===== src/hw/rtl/htw_pkg.sv =====
// Package for the Huffman tree-walk decoder: capacities, derived widths,
// step codes, the in_item_t shared by the front queue and bit engine, and result_t.
// No dependencies.
`timescale 1ns / 1ps

package htw_pkg;

  localparam int NODE_CAPACITY  = 511;
  localparam int STACK_CAPACITY = 256;

  localparam int SYM_W         = 8;
  localparam int COUNT_W       = 32;
  localparam int BITS_PER_BYTE = 8;

  localparam int NODE_IDX_W  = $clog2(NODE_CAPACITY);
  localparam int NODE_CNT_W  = $clog2(NODE_CAPACITY + 1);
  localparam int STACK_IDX_W = $clog2(STACK_CAPACITY);
  localparam int STACK_TOP_W = $clog2(STACK_CAPACITY + 1);
  localparam int BIT_IDX_W   = $clog2(BITS_PER_BYTE);
  localparam int SYM_CNT_W   = $clog2(SYM_W + 1);

  localparam logic [NODE_CNT_W-1:0]  NODE_LIMIT  = NODE_CNT_W'(NODE_CAPACITY);
  localparam logic [STACK_TOP_W-1:0] STACK_LIMIT = STACK_TOP_W'(STACK_CAPACITY);
  localparam logic [SYM_CNT_W-1:0]   SYM_DONE    = SYM_CNT_W'(SYM_W);
  localparam logic [BIT_IDX_W-1:0]   LAST_BIT    = BIT_IDX_W'(BITS_PER_BYTE - 1);

  // Per byte the engine runs one step per code bit, then a resolve step for
  // the read issued by the last bit, then a flush step for the held result.
  localparam int STEP_W = 4;
  localparam logic [STEP_W-1:0] RESOLVE_STEP = STEP_W'(BITS_PER_BYTE);
  localparam logic [STEP_W-1:0] FLUSH_STEP   = STEP_W'(BITS_PER_BYTE + 1);

  typedef struct packed {
    logic [SYM_W-1:0] compressed_byte;
    logic             final_byte;
  } in_item_t;

  typedef struct packed {
    logic [SYM_W-1:0] symbol;
    logic             last_symbol;
    logic             tree_error;
  } result_t;

endpackage


===== src/hw/rtl/htw_in_if.sv =====
// Input channel interface of the Huffman tree-walk decoder: valid/ready and one
// compressed byte with its end-of-block mark. Depends on htw_pkg.
`timescale 1ns / 1ps

interface htw_in_if;
  logic                     valid;
  logic                     ready;
  logic [htw_pkg::SYM_W-1:0] compressed_byte;
  logic                     final_byte;

  modport source (output valid, output compressed_byte, output final_byte, input ready);
  modport sink   (input valid, input compressed_byte, input final_byte, output ready);
endinterface


===== src/hw/rtl/htw_front.sv =====
// Front end of the decoder: accepts input transactions into a two-entry byte queue
// and presents the oldest byte to the bit engine. Depends on htw_pkg, htw_in_if.
`timescale 1ns / 1ps

module htw_front (
  input  logic              clk,
  input  logic              rst_n,
  htw_in_if.sink            in_chan,
  output logic              head_valid,
  output htw_pkg::in_item_t head,
  input  logic              head_pop
);

  htw_pkg::in_item_t ent_r [0:1];
  logic              wr_ptr_r, wr_ptr_nxt;
  logic              rd_ptr_r, rd_ptr_nxt;
  logic [1:0]        fill_r, fill_nxt;
  logic              push;
  logic              pop;

  assign in_chan.ready = (fill_r != 2'd2);
  assign push          = in_chan.valid && in_chan.ready;
  assign head_valid    = (fill_r != 2'd0);
  assign pop           = head_pop && head_valid;
  assign head          = ent_r[rd_ptr_r];

  always_comb begin
    wr_ptr_nxt = push ? ~wr_ptr_r : wr_ptr_r;
    rd_ptr_nxt = pop ? ~rd_ptr_r : rd_ptr_r;
    fill_nxt   = fill_r;
    if (push && !pop) begin
      fill_nxt = fill_r + 2'd1;
    end else if (pop && !push) begin
      fill_nxt = fill_r - 2'd1;
    end
  end

  always_ff @(posedge clk) begin
    if (!rst_n) begin
      wr_ptr_r <= 1'b0;
      rd_ptr_r <= 1'b0;
      fill_r   <= 2'd0;
    end else begin
      wr_ptr_r <= wr_ptr_nxt;
      rd_ptr_r <= rd_ptr_nxt;
      fill_r   <= fill_nxt;
    end
  end

  always_ff @(posedge clk) begin
    if (push) begin
      ent_r[wr_ptr_r].compressed_byte <= in_chan.compressed_byte;
      ent_r[wr_ptr_r].final_byte      <= in_chan.final_byte;
    end
  end

endmodule


===== src/flat_wrapper.sv =====
// flat-port wrapper written by rule: the top's interface ports become plain ports
module htw_front_flat 
  (clk, rst_n, head_valid, head, head_pop, in_chan_valid, in_chan_compressed_byte, in_chan_final_byte, in_chan_ready);
  htw_in_if in_chan_i ();
  input  logic clk;
  input  logic rst_n;
  output logic head_valid;
  output htw_pkg::in_item_t head;
  input  logic head_pop;
  input wire logic [$bits(in_chan_i.valid)-1:0] in_chan_valid;
  input wire logic [$bits(in_chan_i.compressed_byte)-1:0] in_chan_compressed_byte;
  input wire logic [$bits(in_chan_i.final_byte)-1:0] in_chan_final_byte;
  output wire logic [$bits(in_chan_i.ready)-1:0] in_chan_ready;
  assign in_chan_i.valid = in_chan_valid;
  assign in_chan_i.compressed_byte = in_chan_compressed_byte;
  assign in_chan_i.final_byte = in_chan_final_byte;
  assign in_chan_ready = in_chan_i.ready;
  htw_front u_core (.clk(clk), .rst_n(rst_n), .in_chan(in_chan_i), .head_valid(head_valid), .head(head), .head_pop(head_pop));
endmodule

===== config.mk =====
export PLATFORM = sky130hd
export DESIGN_NAME = htw_front_flat
export DESIGN_NICKNAME = d
export VERILOG_FILES = /design/src/hw/rtl/htw_pkg.sv /design/src/hw/rtl/htw_in_if.sv /design/src/hw/rtl/htw_front.sv /design/src/flat_wrapper.sv
export SDC_FILE = /design/constraint.sdc
export NUM_CORES = 1
export LEC_CHECK = 0
export BUFFER_PORTS_ARGS = -buffer_cell sky130_fd_sc_hd__buf_2
export CORE_MARGIN = 2
export CORE_UTILIZATION = 53
export CTS_BUF_LIST = sky130_fd_sc_hd__clkbuf_16
export CTS_CLUSTER_DIAMETER = 50
export CTS_CLUSTER_SIZE = 30
export DETAILED_ROUTE_END_ITERATION = 8
export PLACE_DENSITY_LB_ADDON = 0.1
export SLEW_MARGIN = 20
export SYNTH_ARGS = -nofsm -noshare
export SYNTH_HDL_FRONTEND = slang
export SYNTH_SLANG_ARGS = --single-unit

===== constraint.sdc =====
create_clock -name clk -period 3.8 [get_ports clk]
set_clock_uncertainty 0.15 [all_clocks]
set_input_delay 0.19 -clock clk [delete_from_list [all_inputs] [get_ports clk]]
set_output_delay 0.19 -clock clk [all_outputs]
set_load 0.005 [all_outputs]

After elaboration in Yosys (flattened, before gate mapping):

Memories as Yosys holds them, arrays and structs flattened. A register that Yosys moved wholly into a read port is not among the register bits.
Index checks and enable logic that the tools add are counted.

* flip-flop bits (word level): 4
* latch bits: 0
* memory bits (writable): 18
* bits in read-only memories: 0
* input bits: 13
* output and inout bits: 11
* memories: 1

Memories
* u_core.ent_r: depth 2, bits a word 9, read ports 1, clocked after Yosys merged registers in 1, write ports 1, line htw_front.sv:14 `htw_pkg::in_item_t ent_r [0:1];`

* add/sub/neg operators: 2
* $mul: 0
* divide/modulo/power cells: 0
* magnitude comparators: 0
* equal/unequal tests: 1
* shifts and indexed selects: 0
* mux-type cells: 6
* bitwise operators: 2
* reduce and logical (&&, ||, !) cells: 8

Operators with widths (number)
* $logic_and A1 B1 Y1: 4
* $mux W1: 4
* $mux W2: 2
* $reduce_bool A2 Y1: 2
* $add A2 B1 Y2 const B: 1
* $logic_not A1 Y1: 2
* $ne A2 B2 Y1 const B: 1
* $not A1 Y1: 2
* $sub A2 B1 Y2 const B: 1

Longest topological paths before layout:

* word-level depth: 6
* gate-level depth with buffers: 6
* mapped depth without buffers: 6

Least setup slack after synthesis:

No wires, ideal clock.

* path kind: register to register
* start point: register u_core.fill_r[0]
* end point: register u_core.fill_r[1]
* library setup time: 0.070 ns
* arrival time: 1.415 ns
* required time: 3.580 ns
* setup slack: 2.165 ns
* stages on the path, launching flop included: 6
* cell sequence: dfxtp_1 > nand2b_4 > and2_1 > ha_1 > or3_1 > a21oi_1

* cells in the longest elaborated chain, start to end: 5

Ends and longest elaborated chain
* from (decl): line htw_front.sv:17 `logic [1:0] fill_r, fill_nxt;`
* from (signal assigned): line htw_front.sv:46 `fill_r <= fill_nxt;`
* $ne A2 B2 Y1 *: line htw_front.sv:21 `assign in_chan.ready = (fill_r != 2'd2);`
* net in_chan_ready: line flat_wrapper.sv:13 `output wire logic [$bits(in_chan_i.ready)-1:0] in_chan_ready;`
* $logic_and A1 B1 Y1 *: line htw_front.sv:22 `assign push = in_chan.valid && in_chan.ready;`
* net u_core.push: line htw_front.sv:18 `logic push;`
* $logic_not A1 Y1: line htw_front.sv:33 `end else if (pop && !push) begin`
* $logic_and A1 B1 Y1: line htw_front.sv:33
* $reduce_bool A2 Y1 (no line)

Mark *: on every way through the listed nets, which the timed path passes. The rest lies on a longest branch. The select of a mux whose other input is x is not followed.
A chain may end at the register's enable or synchronous reset.

Worst setup path after layout:

* start point: register u_core.fill_r[0]
* end point: register u_core.fill_r[1]

* cells in the longest elaborated chain, start to end: 5

Ends and longest elaborated chain
* branches (longest 5 deep; another with $sub A2 B1 Y2)

Parallel ways; which one is timed is not known. The select of a mux whose other input is x is not followed.

==> metrics.log <==
[metrics] # IOs: 24
[metrics] number of flip-flops and latches in the synthesized netlist: 23
[metrics] Routed Wire Length: 1.58 mm
[metrics] Die ar.: 2000 sq um
[metrics] Worst path depth: 4
[metrics] IO Port Bufs: 23
[metrics] switching part of the total: 25.7%
[metrics] detailed-route DRC error count: 0
[metrics] leakage power total: 0.481 nW
[metrics] Seq/Total Area, Yosys: 72.7%
[metrics] Reg2Reg Launch Point: u_core.fill_r[0]
[metrics] detailed-route wire length per cell: 15.2 um
[metrics] Critical path origin: u_core.fill_r[0]
[metrics] Least-Margin Pin Slew: 399 ps
[metrics] Die Ht: 44.8 um
[metrics] share of the cycle needed by the critical path after routing: 47.6%
[metrics] Top delay family on crit path: compound AO/OA/AOI/OAI gates
[metrics] CTS buffer count: 3
[metrics] cell-by-cell trace of the critical path: o21ai_0, ha_1, or3_1, a21oi_1
[metrics] final core utilization: 77.5%
[metrics] count of yosys warnings during synthesis: 0
[metrics] TritonCTS Sinks: 23
[metrics] H-Tree Level Count: 1
[metrics] total vias in the final route: 544
[metrics] top routing layer used: met3
[metrics] number of DRC markers in iteration 0: 3
[metrics] initial cell density of the core: 57.8%
[metrics] proportion of power drawn by the clock network: 29.1%
[metrics] final antenna-violating net count: 0
[metrics] Switching Power: 197 uW
[metrics] final net count: 103
[metrics] TritonCTS clock tree: yes
[metrics] Met2 Routed Length: 875 um
[metrics] placeable core region: 1520 sq um
[metrics] run status: complete, no violations
[metrics] clock-pin slew on the worst setup and hold paths: 60 ps
[metrics] power density over the cells: 648 nW/um^2
[metrics] horizontal extent of the die: 44.8 um
[metrics] Root Buffer Master: clkbuf_16
[metrics] via count of the first global-routing pass: 551
[metrics] minimum setup slack among reg-to-reg paths: 1990 ps
[metrics] antenna violations before repair: 0
[metrics] layout overhead on the synthesized area: 34.1%
[metrics] GP Congestion: 0.736
[metrics] achievable clock frequency: 552 MHz
[metrics] Comb pwr share: 24.9%
[metrics] reg-to-reg critical path endpoint: u_core.fill_r[1]
[metrics] path depth of the worst reg2reg path: 4
[metrics] detailed placer's ending HPWL: 1.01 mm
[metrics] pin count of the biggest net entering global routing: 14
[metrics] setup repair after global routing missed its margin: no
[metrics] setup violators final: 0
[metrics] routed wire length on met3: 68 um
[metrics] standard cell with the maximum stage delay on the critical path: or3_1
[metrics] Min Clock Period, post-route: 1810 ps
[metrics] post_cts resized: 0
[metrics] sequential fraction of design power: 46.0%
[metrics] Worst Hold Depth: 3
[metrics] syn_area_per_cell: 16.6 sq um
[metrics] number of hold-slack violations in the final timing report: 0
[metrics] post-CTS setup repair buffer count: 0
[metrics] first-pass GRT wire length: 2.32 mm
[metrics] sum of overflow across all layers after global routing: 0
[metrics] Crit path required time: 3830 ps
[metrics] Met1 Wirelength: 635 um
[metrics] final setup TNS: 0 ps
[metrics] net count after synthesis: 67
[metrics] all-layer global routing usage: 17.0%
[metrics] crit path buf inv count: 0
[metrics] startpoint class of the critical path: flop
[metrics] post-detailed-route via-to-cell ratio: 5.23
[metrics] clock latency reported for the late side of the worst-skew pair: 250 ps
[metrics] deepest clock path buffer count: 2
[metrics] category of the critical setup timing path: flop to flop
[metrics] CP Data Arrival Time: 1840 ps
[metrics] number of pins exceeding their max-slew limit in the final report: 0
[metrics] path category of the worst min-delay check: primary input to flop
[metrics] design internal power: 568 uW
[metrics] proportion of layout cells with a drive suffix above 1: 44.3%
[metrics] count of mapped cells out of synthesis: 53
[metrics] Netlist Area Pre-Place: 881 sq um
[metrics] category of the worst setup path capture point: flop
[metrics] Initial DRT Pass Iterations: 3
[metrics] ant diodes: 0
[metrics] worst rel slew slack: 73.1%
[metrics] maximum fanout along the worst path: 5
[metrics] biggest cell delay along the critical path: 390 ps
[metrics] VDD IR-drop max: 0.466 mV
[metrics] number of distinct library cells after synthesis: 17
[metrics] num rows: 14
[metrics] MaxCap Viol Count: 0
[metrics] Worst setup endpoint: u_core.fill_r[1]
## layer usage
metal  GRT usage [%]  up-vias
met5               0        -
met4            7.27        0
met3            3.60        0
met2            30.7       15
met1            19.1      266
li1                -      263
## cells in the final DEF (no fill, tap or decap), drive strengths merged
cell	netlist	layout
nand2b	1	1
or2	1	1
nor2	3	3
xor2	3	3
or3	1	1
edfxtp	18	18
clkinv	0	1
mux2	9	9
nand3b	1	1
a21oi	2	2
inv	2	2
o21ai	2	2
clkbuf	0	3
ha	1	1
a21bo	1	1
buf	1	23
dfxtp	5	5
and3	1	1
and2	1	1
dlygate4sd3	0	9
## worst min-delay path by stage
stage                               start                  to  slack [ps]
5_1_grt                             rst_n     u_core.rd_ptr_r         130
3_5_place_dp   in_chan_compressed_byte[1]  u_core.ent_r[1][2]         230
3_3_place_gp           in_chan_final_byte  u_core.ent_r[0][0]         230
6_report                            rst_n    u_core.fill_r[0]          90
2_1_floorplan          in_chan_final_byte  u_core.ent_r[0][0]         140
4_1_cts                             rst_n                flop          80
## per-stage QoR
| stage | cell area, sq um | power, mW | hold slack, ps | std cells | worst slack [ps] |
|---|---|---|---|---|---|
| floorplan | 881 | 0.471 | 139 | 53 | 2170 |
| detailed placement | 1010 | 0.540 | 233 | 91 | 2020 |
| global placement | 1010 | 0.531 | 228 | 91 | 2140 |
| CTS | 1180 | 0.769 | 82.6 | 104 | 1980 |
| global route | 1180 | 0.800 | 127 | 104 | 1880 |
| finish | 1180 | 0.765 | 87.0 | 104 | 1990 |
## sequential cells by signal, indices dropped and copies added (netlist names), named ones only
register         cells
u_core.ent_r        18
u_core.fill_r        2
u_core.rd_ptr_r      1
u_core.wr_ptr_r      1
## kinds of logic (layout without fill, tap and decap cells)
family | Yosys count | after routing | share of synthesized area [%]
compound gates | 5 | 5 | 3.41
xor+xnor | 3 | 3 | 2.98
fa+ha+maj | 1 | 1 | 1.42
buf+inv | 3 | 38 | 1.42
flops | 23 | 23 | 72.7
mux | 9 | 9 | 11.5
simple gates | 9 | 9 | 6.54
## Yosys cell counts
cell	instances	area, sq um
edfxtp_1	18	541
mux2_2	9	101
dfxtp_1	5	100
nor2_1	3	11.3
xor2_1	3	26.3
a21oi_1	2	10.0
inv_1	2	7.51
o21ai_0	2	10.0
a21bo_2	1	10.0
and2_1	1	6.26
and3_1	1	6.26
buf_2	1	5.00
ha_1	1	12.5
nand2b_4	1	13.8
nand3b_1	1	7.51
or2_2	1	6.26
or3_1	1	6.26
## cell type report
type                            instances  area (sq um)
Clock buffer                            3          75.1
Clock inverter                          1          5.00
Fill cell                             100           343
Inverter                                2          7.51
Multi-Input combinational cell         27           228
Sequential cell                        23           641
Tap cell                               16          20.0
Timing Repair Buffer                   32           205
## worst min-delay path: cells and delay by family
family | cells | cell delay [ps]
buffers and inverters | 2 | 150
AND/OR/NAND/NOR | 1 | 110
## repair_timing
item / CTS / global route
hold endpoints to repair: 18 / 0
setup endpoints to repair: 0 / 0
hold buffers: 9 / 0
## power by group through the flow
stage | Sequential (mW) | Clock [mW] | Combinational, mW
after global placement | 0.355 | 0 | 0.176
after CTS | 0.352 | 0.225 | 0.192
after floorplan | 0.340 | 0 | 0.131
final | 0.352 | 0.222 | 0.191
after global routing | 0.357 | 0.233 | 0.210
after detailed placement | 0.358 | 0 | 0.182
(Power assumes the default switching activity.)
